<file path="src/pes_pkg.sv">
package pes_pkg;

  localparam int unsigned DataW     = 32;
  localparam int unsigned NodeW     = 4;
  localparam int unsigned CfgIdxW   = 3;
  localparam int unsigned ProdW     = 2 * DataW;
  localparam int unsigned FracW     = 16;
  localparam int unsigned PipeDepth = 4;

  // register map
  localparam logic [CfgIdxW-1:0] CFG_D_XX    = 3'd0;
  localparam logic [CfgIdxW-1:0] CFG_D_XY    = 3'd1;
  localparam logic [CfgIdxW-1:0] CFG_D_YX    = 3'd2;
  localparam logic [CfgIdxW-1:0] CFG_D_YY    = 3'd3;
  localparam logic [CfgIdxW-1:0] CFG_D_SHEAR = 3'd4;
  localparam logic [CfgIdxW-1:0] CFG_WJ      = 3'd5;
  localparam logic [CfgIdxW-1:0] CFG_DENSITY = 3'd6;

  typedef logic signed [DataW-1:0] fix_t;

  localparam fix_t SatMax = {1'b0, {(DataW-1){1'b1}}};
  localparam fix_t SatMin = {1'b1, {(DataW-1){1'b0}}};

  typedef struct packed {
    fix_t d_xx;
    fix_t d_xy;
    fix_t d_yx;
    fix_t d_yy;
    fix_t d_shear;
    fix_t wj;
    fix_t density;
  } pes_cfg_t;

  typedef struct packed {
    fix_t val;
    logic ovf;
  } fix_res_t;

  // Q16.16 product, round half up, saturate
  function automatic fix_res_t qmul(fix_t a, fix_t b);
    logic signed [ProdW-1:0] pa;
    logic signed [ProdW-1:0] pb;
    logic signed [ProdW-1:0] p;
    logic [ProdW-DataW-FracW:0] top_bits;
    fix_res_t r;
    pa = ProdW'(a);
    pb = ProdW'(b);
    p  = pa * pb + (ProdW'(1) <<< (FracW - 1));
    top_bits = p[ProdW-1:DataW+FracW-1];
    if ((&top_bits) || !(|top_bits)) begin
      r.val = p[DataW+FracW-1:FracW];
      r.ovf = 1'b0;
    end else begin
      r.val = p[ProdW-1] ? SatMin : SatMax;
      r.ovf = 1'b1;
    end
    return r;
  endfunction

  function automatic fix_res_t qadd(fix_t a, fix_t b);
    logic signed [DataW:0] s;
    fix_res_t r;
    s = (DataW+1)'(a) + (DataW+1)'(b);
    if (s[DataW] != s[DataW-1]) begin
      r.val = s[DataW] ? SatMin : SatMax;
      r.ovf = 1'b1;
    end else begin
      r.val = s[DataW-1:0];
      r.ovf = 1'b0;
    end
    return r;
  endfunction

endpackage

</file>
<file path="src/pes_cfg_regs.sv">
module pes_cfg_regs (
  input  logic                          clk_i,
  input  logic                          rst_ni,
  input  logic                          cfg_valid_i,
  input  logic [pes_pkg::CfgIdxW-1:0]   cfg_index_i,
  input  pes_pkg::fix_t                 cfg_data_i,
  output pes_pkg::pes_cfg_t             cfg_o
);
  import pes_pkg::*;

  pes_cfg_t cfg_q, cfg_d;

  always_comb begin
    cfg_d = cfg_q;
    if (cfg_valid_i) begin
      unique case (cfg_index_i)
        CFG_D_XX:    cfg_d.d_xx    = cfg_data_i;
        CFG_D_XY:    cfg_d.d_xy    = cfg_data_i;
        CFG_D_YX:    cfg_d.d_yx    = cfg_data_i;
        CFG_D_YY:    cfg_d.d_yy    = cfg_data_i;
        CFG_D_SHEAR: cfg_d.d_shear = cfg_data_i;
        CFG_WJ:      cfg_d.wj      = cfg_data_i;
        CFG_DENSITY: cfg_d.density = cfg_data_i;
        default:     cfg_d         = cfg_q;
      endcase
    end
  end

  always_ff @(posedge clk_i or negedge rst_ni) begin
    if (!rst_ni) begin
      cfg_q <= '0;
    end else begin
      cfg_q <= cfg_d;
    end
  end

  assign cfg_o = cfg_q;

endmodule

</file>
<file path="config.mk">
export PLATFORM = sky130hd
export DESIGN_NAME = pes_cfg_regs
export DESIGN_NICKNAME = d
export VERILOG_FILES = /design/src/pes_pkg.sv /design/src/pes_cfg_regs.sv
export SDC_FILE = /design/constraint.sdc
export NUM_CORES = 1
export LEC_CHECK = 0
export ABC_AREA = 1
export ABC_CLOCK_PERIOD_IN_PS = 800
export BUFFER_PORTS_ARGS = -buffer_cell sky130_fd_sc_hd__buf_2
export CORE_MARGIN = 8
export CORE_UTILIZATION = 46
export DETAILED_ROUTE_END_ITERATION = 10
export PLACE_DENSITY_LB_ADDON = 0.1
export SYNTH_ARGS = -nofsm -noshare
export SYNTH_HDL_FRONTEND = slang
export SYNTH_SLANG_ARGS = --single-unit
</file>
<file path="constraint.sdc">
create_clock -name clk_i -period 0.8 [get_ports clk_i]
set_input_delay 0.16 -clock clk_i [delete_from_list [all_inputs] [get_ports clk_i]]
set_output_delay 0.16 -clock clk_i [all_outputs]
set_load 0.01 [all_outputs]
</file>
==> results.md, run 1 <==
- **run status** finished, violations left
- **failing checks** setup timing
- **Final Slew Violations** 0
- **die area** 0.0234 mm²
- **total gr overflow** 0
- **row cnt** 50
- **cell count after synthesis** 977
- **setup repair after global routing missed its margin** true
- **most instantiated library cell after synthesis** nand2_1
- **Worst Skew** 0 ns
- **min-delay src** cfg_data_i[10]
- **transition time at the pin with the least slew margin** 0.290 ns
- **worst setup slack for register-to-register paths** -0.07 ns
- **sequential cell area** 0.00561 mm²
- **maximum number of pins on one net before global-route repair** 39
- **number of distinct library cells after synthesis** 11
- **total CTS buffers** 23
- **total power** 34.4 mW
- **fraction of synthesized cell area taken by the top area cell type** 64.9%
- **Critical Path Max Stage Delay** 0.41 ns
- **flip-flop count of the largest register after layout** 224
- **time the worst path needs with I/O delays and setup** 1.23 ns
- **Antenna Nets Post-Route** 0
- **number of vias after detailed routing** 8382
- **highest fanout seen on the critical path** 2
- **area of the mapped netlist** 0.00864 mm²
- **final weighted congestion in routability-driven placement** 0.821
- **DP HPWL** 19.8 mm
- **clock insertion delay at the later pin of the skew report** 0.49 ns
- **arrival time reported for the critical path endpoint** 1.07 ns
- **maximum vdd ir drop** 1.72 mV
- **CP Cell Sequence** buf_2
- **WHS Endpoint** cfg_o[106]$_DFFE_PN0P_
- **total DRC errors in the routed layout** 0
- **LEAKAGE** 7.49 nW
- **area inside the core boundary** 0.0186 mm²
- **CTS tree** yes
- **starting density of the core** 46.5%
- **Clock Sinks** 224
- **power density normalized to cell area** 2620 mW/mm²
- **crit path kind** flip-flop to output pin
- **required time at the worst-slack endpoint** 0.64 ns
- **Overall Global Routing Usage** 24.7%
- **Min-Delay Path Depth** 3
- **Synth async-reset ratio** 100%
- **Bufs on Longest Clock Path** 3
- **end of the worst register-to-register path** cfg_o[191]$_DFFE_PN0P_
- **Reg2Reg Depth** 4
- **number of global-route vias before repair** 8285
- **post-synth top area cell** dfrtp_1
- **filler cell count** 1427
- **Net Count, Synth** 1015
- **Post-synth top cells** nand2_1 (556), dfrtp_1 (224), nand3_1 (128)
- **count of flip-flops with a built-in enable after synthesis** 0
- **Yosys warning count** 0
- **slowest stage cell, crit path** dfrtp_1
- **Highest Clock Rate** 815 MHz
- **Final Worst Setup Slack** -0.428 ns
- **final number of setup-violating endpoints** 247
- **routed via count divided by cell count** 5.04
- **total wire length after detailed routing** 30.5 mm
- **count of final hold-check violations** 0
- **Buf+Inv Stages, Crit Path** 1
- **PortBufs** 261
- **crit end category** output pin
- **tightest slew margin relative to the limit** 80.7%
- **number of H-tree levels** 1
- **critical path launch point type** flip-flop
- **Die Height** 153 µm
- **setup slack after placement** -0.336 ns
- **average wire length per cell after detail routing** 18.3 µm
- **share of layout cells above drive strength 1** 35.4%
- **synthesized area divided by synthesized cell count** 8.84 µm²
- **crit share post-route** 153%
- **area of combinational cells with multiple inputs** 0.00285 mm²
- **proportion of synthesized chip area in sequential cells** 64.9%
- **clock slew at reported path FFs** 0.06 ns
- **first-pass GRT wire length** 46.2 mm
- **largest delay contributor family on the critical path** flip-flops
- **worst flop-to-flop path startpoint** cfg_o[191]$_DFFE_PN0P_
- **# IOs** 262
- **path class of the lowest-slack min-delay path** input pin to flip-flop
- **top post-synthesis cells by area** dfrtp_1 (65%), nand2_1 (24%), nand3_1 (7.4%)
- **Yosys reg bits** 224
- **initial antenna violation count** 0
- **Primary FF master, synth** dfrtp_1
- **Min Hold Slack** 0.0204 ns
- **DIE WIDTH** 153 µm
- **number of detailed-routing iterations run before antenna repair** 5
- **CTS Root Buffer Type** clkbuf_16
- **Max-Cap Viols** 0
- **drt initial violations** 565
- **total number of nets in the final design** 1452
- **synthesis-to-finish area growth** 52.1%
-- where the power goes --
group / switching [mW] / internal (mW) / total, mW
combinational: 4.57 / 4.91 / 9.49
clock: 4.24 / 5.79 / 10.0
sequential: 1.44 / 13.5 / 14.9
-- logic make-up after synthesis --
family / after synthesis / share of synthesized area (%)
flip-flops: 224 / 64.9
AND/OR/NAND/NOR: 691 / 32.0
buffers and inverters: 62 / 3.06
-- timing repair --
item / CTS / global route
hold endpoints to repair: 303 / 0
setup endpoints to repair: 224 / 225
pin swaps: 0 / 8
resized for setup: 30 / 68
buffers inserted: 70 / 61
hold buffers: 27 / 0
-- stage by stage --
stage / instances / cell area (µm²) / setup TNS (ns) / util, %
after global routing: 1661 / 13100 / -93.31 / 70.7
final: 1662 / 13100 / -85.90 / 70.7
after floorplan: 977 / 8860 / -5.78 / -
after global placement: 1465 / 10700 / -62.01 / 57.7
after CTS: 1600 / 12300 / -88.78 / 66.4
after detailed placement: 1465 / 10700 / -65.39 / 57.7
-- placed cells by master, fill, tap and decap left out, drive strengths merged --
cell         netlist  final
clkbuf            29     34
nand3            128    128
buf               27    441
diode              0      1
bufinv             0      1
nand2            556    556
dfrtp            224    224
nor2               7      7
inv                6      6
clkinv             0      3
dlygate4sd3        0     27
-- layout make-up --
type	instances	area share [%]
Sequential cell	224	42.7
Timing Repair Buffer	468	27.9
Multi-Input combinational cell	691	21.7
Clock buffer	34	4.85
Tap cell	234	2.23
Clock inverter	4	0.343
Inverter	6	0.229
Antenna cell	1	0.0191
-- worst register-to-register path: cells and delay by family (launching register included) --
family                 cells  cell delay (ns)
AND/OR/NAND/NOR            2             0.11
buffers and inverters      2             0.26
flip-flops                 1             0.40
-- routing by layer --
metal	up-vias	global-route usage (%)	routed length [µm]
li1	3907	-	-
met1	4047	31.7	12500
met2	372	39.4	14400
met3	56	7.25	2790
met4	0	8.25	780
met5	-	0	0
-- worst max path at each step --
stage | endpoint | from | slack (ns) | cells past startpoint
after floorplan | cfg_o[171]$_DFFE_PN0P_ | cfg_index_i[2] | -0.06 | 5
after global placement | cfg_o[39]$_DFFE_PN0P_ | cfg_index_i[2] | -0.32 | 6
after detailed placement | cfg_o[104]$_DFFE_PN0P_ | cfg_index_i[1] | -0.34 | 6
after CTS | cfg_o[143] | cfg_o[143]$_DFFE_PN0P_ | -0.44 | 1
after global routing | cfg_o[143] | cfg_o[143]$_DFFE_PN0P_ | -0.45 | 1
final | cfg_o[159] | cfg_o[159]$_DFFE_PN0P_ | -0.43 | 1
No activity file was read; power rests on OpenSTA's default activity.
==> inputs of run 2 (changes only) <==
- ABC_CLOCK_PERIOD_IN_PS: 800 -> 1200
- CORE_UTILIZATION: 46 -> 51
- RECOVER_POWER: unset -> 100
- clock period: 0.8 -> 1.2 ns (I/O delays scaled with it)
==> run 2 against run 1 <==
Compared with the run above:
- first-iteration DRC count grew 23%
- via count shrank 1.0%
- core utilization grew 4.3 points
- largest power group unchanged
- cell count shrank 3.5%
- sequential power shrank 33%
- cell area shrank 5.3%
- worst hold slack gained 0.028 ns
- non-clock buffer count shrank 45
- register-to-register slack gained 0.39 ns
- critical endpoint is now cfg_o[184]
- clock-buffer cell count shrank 2
- the flow still finishes with violations (setup timing)
- combinational power shrank 36%
- sequential share of layout area grew 2.4 points
==> results.md, run 2 (synthesis results as in run 1) <==
- **total number of nets in the final design** 1407, -3.1%
- **Highest Clock Rate** 756 MHz
- **min-delay src** cfg_data_i[4]
- **worst flop-to-flop path startpoint** cfg_o[167]$_DFFE_PN0P_
- **area inside the core boundary** 0.0166 mm², -11%
- **# IOs** 262, unchanged
- **crit end category** output pin
- **setup slack after placement** -0.0218 ns, +0.314 ns
- **Final Instance Area** 0.0124 mm², -5.3%
- **clock insertion delay at the later pin of the skew report** 0.50 ns, about the same
- **CTS tree** yes
- **drt initial violations** 693, +23%
- **power density normalized to cell area** 1870 mW/mm², -29%
- **sum of negative setup slack** -16.74 ns, +69.17 ns
- **crit path kind** flip-flop to output pin
- **final weighted congestion in routability-driven placement** 0.850, +3.5%
- **number of global-route vias before repair** 8092, -2.3%
- **total gr overflow** 0, unchanged
- **routed via count divided by cell count** 5.17, +2.6%
- **clock slew at reported path FFs** 0.06 ns, about the same
- **total wire length after detailed routing** 29.9 mm, -1.9%
- **most used cells in the layout excluding fill and tap cells** nand2_1 (556), dfrtp_1 (224), buf_2 (189)
- **Sw Ratio** 29.5%, -0.27 points
- **Critical Path Max Stage Delay** 0.42 ns, about the same
- **row cnt** 47, -6.0%
- **share of total power in the clock network** 31.3%, +2.2 points
- **WHS Endpoint** cfg_o[4]$_DFFE_PN0P_
- **Overall Global Routing Usage** 26.3%, +1.6 points
- **time the worst path needs with I/O delays and setup** 1.32 ns
- **slowest stage cell, crit path** dfrtp_1
- **end of the worst register-to-register path** cfg_o[167]$_DFFE_PN0P_
- **flip-flop count of the largest register after layout** 224, unchanged
- **transition time at the pin with the least slew margin** 0.739 ns, +0.449 ns
- **CTS Root Buffer Type** clkbuf_16
- **number of vias after detailed routing** 8294, -1.0%
- **Bufs on Longest Clock Path** 3, unchanged
- **first-pass GRT wire length** 45.4 mm, -1.8%
- **Min-Delay Path Depth** 3, unchanged
- **setup repair after global routing missed its margin** true
- **Reg2Reg Depth** 4, unchanged
- **starting density of the core** 52.1%, +5.6 points
- **Buf+Inv Stages, Crit Path** 1, unchanged
- **run status** finished, violations left
- **PortBufs** 261, unchanged
- **busiest layer in global routing** met2
- **highest fanout seen on the critical path** 2, unchanged
- **largest delay contributor family on the critical path** flip-flops
- **Internal** 16.4 mW, -32%
- **Final Worst Setup Slack** -0.122 ns, +0.306 ns
- **count of final hold-check violations** 0, unchanged
- **Die Height** 146 µm, -4.5%
- **critical path launch point type** flip-flop
- **Seq pwr share** 42.8%, -0.5 points
- **share of layout cells above drive strength 1** 33.0%, -2.4 points
- **average wire length per cell after detail routing** 18.7 µm, +1.8%
- **failing checks** setup timing
- **DP HPWL** 19.3 mm, -2.4%
- **CP Cell Sequence** buf_2
- **synthesis-to-finish area growth** 44.0%
- **number of H-tree levels** 1, unchanged
- **maximum number of pins on one net before global-route repair** 49, +26%
- **tightest slew margin relative to the limit** 50.8%, -30 points
- **total placed instance area** 0.0105 mm², -2.3%
- **Max-Cap Viols** 0, unchanged
- **number of detailed-routing iterations run before antenna repair** 5, unchanged
- **crit share post-route** 110%
- **global-route track usage on met3** 6.95%, -0.29 points
- **met2 usage** 41.7%, +2.3 points
- **initial antenna violation count** 1, +1
- **Min Hold Slack** 0.0488 ns, +0.0284 ns
- **maximum vdd ir drop** 1.20 mV, -30%
- **DIE WIDTH** 146 µm, -4.5%
- **fraction of met1 tracks used by global routing** 35.1%, +3.4 points
- **combinational share of power** 25.9%, -1.7 points
- **arrival time reported for the critical path endpoint** 1.08 ns, about the same
- **Final Slew Violations** 0, unchanged
- **Worst Skew** 0 ns, unchanged
- **Clock Sinks** 224, unchanged
- **LEAKAGE** 7.19 nW, -4.0%
- **Antenna Nets Post-Route** 0, unchanged
- **total DRC errors in the routed layout** 0, unchanged
- **die area** 0.0214 mm², -8.8%
- **path class of the lowest-slack min-delay path** input pin to flip-flop
- **required time at the worst-slack endpoint** 0.96 ns, +0.32 ns
- **switching power summed over all nets** 6.87 mW, -33%
- **total CTS buffers** 23, unchanged
- **most common cell after layout, fill and taps aside** nand2_1
- **worst setup slack for register-to-register paths** 0.32 ns, +0.39 ns
- **final number of setup-violating endpoints** 224, -9.3%
## run 2: cell count changes in the layout (fill, tap and decap cells not counted), moves of 3 or more
cell / delta
nand2_1: +23
buf_2: -8
buf_4: -12
nor2_1: +5
buf_12: -19
nor2_4: -3
clkbuf_4: +7
nand2_2: -22
clkbuf_2: +9
dlygate4sd3_1: -26
clkinv_2: -3
## run 2: power groups by stage
stage | Sequential [mW] | Combinational [mW] | Clock, mW
final | 9.95 | 6.03 | 7.27
after floorplan | 10.5 | 1.29 | 0
after CTS | 9.85 | 5.33 | 7.35
after detailed placement | 9.92 | 4.47 | 0
after global routing | 10.0 | 6.58 | 7.66
after global placement | 9.93 | 4.32 | 0
## run 2: routing by layer
metal  share of wire (%)  up-vias
li1                    -     3825
met1                  41     4012
met2                  47      401
met3                 8.9       56
met4                 2.4        0
met5                   0        -
## run 2: stage by stage
step,std cells,power (mW),util [%]
final,1603,23.2,75.0
after global routing,1603,24.3,75.0
after CTS,1542,22.5,72.0
after detailed placement,1439,14.4,63.1
after global placement,1439,14.3,63.1
after floorplan,977,11.8,-
## run 2: repair_timing
action                                 in CTS  in global routing
setup buffers                              64                 60
hold buffers                                1                  0
setup endpoints to repair                 224                224
resized for setup                          47                 35
endpoints found under the hold margin     224                  0
## run 2: worst max path at each step
stage	start	end	slack [ns]	depth (start not counted)
2_1_floorplan	cfg_valid_i	cfg_o[171]$_DFFE_PN0P_	0.20	6
3_3_place_gp	cfg_index_i[2]	cfg_o[97]$_DFFE_PN0P_	0.02	6
3_5_place_dp	cfg_index_i[0]	cfg_o[45]$_DFFE_PN0P_	-0.02	7
4_1_cts	cfg_o[194]$_DFFE_PN0P_	cfg_o[194]	-0.13	1
5_1_grt	cfg_o[184]$_DFFE_PN0P_	cfg_o[184]	-0.15	1
6_report	cfg_o[184]$_DFFE_PN0P_	cfg_o[184]	-0.12	1
## run 2: layout make-up
| type | instances | area (µm²) |
|---|---|---|
| Antenna cell | 1 | 2.50 |
| Multi-Input combinational cell | 691 | 2760 |
| Clock inverter | 6 | 114 |
| Clock buffer | 32 | 639 |
| Inverter | 6 | 22.5 |
| Timing Repair Buffer | 423 | 3010 |
| Tap cell | 220 | 275 |
| Sequential cell | 224 | 5610 |
| Fill cell | 1201 | 4150 |
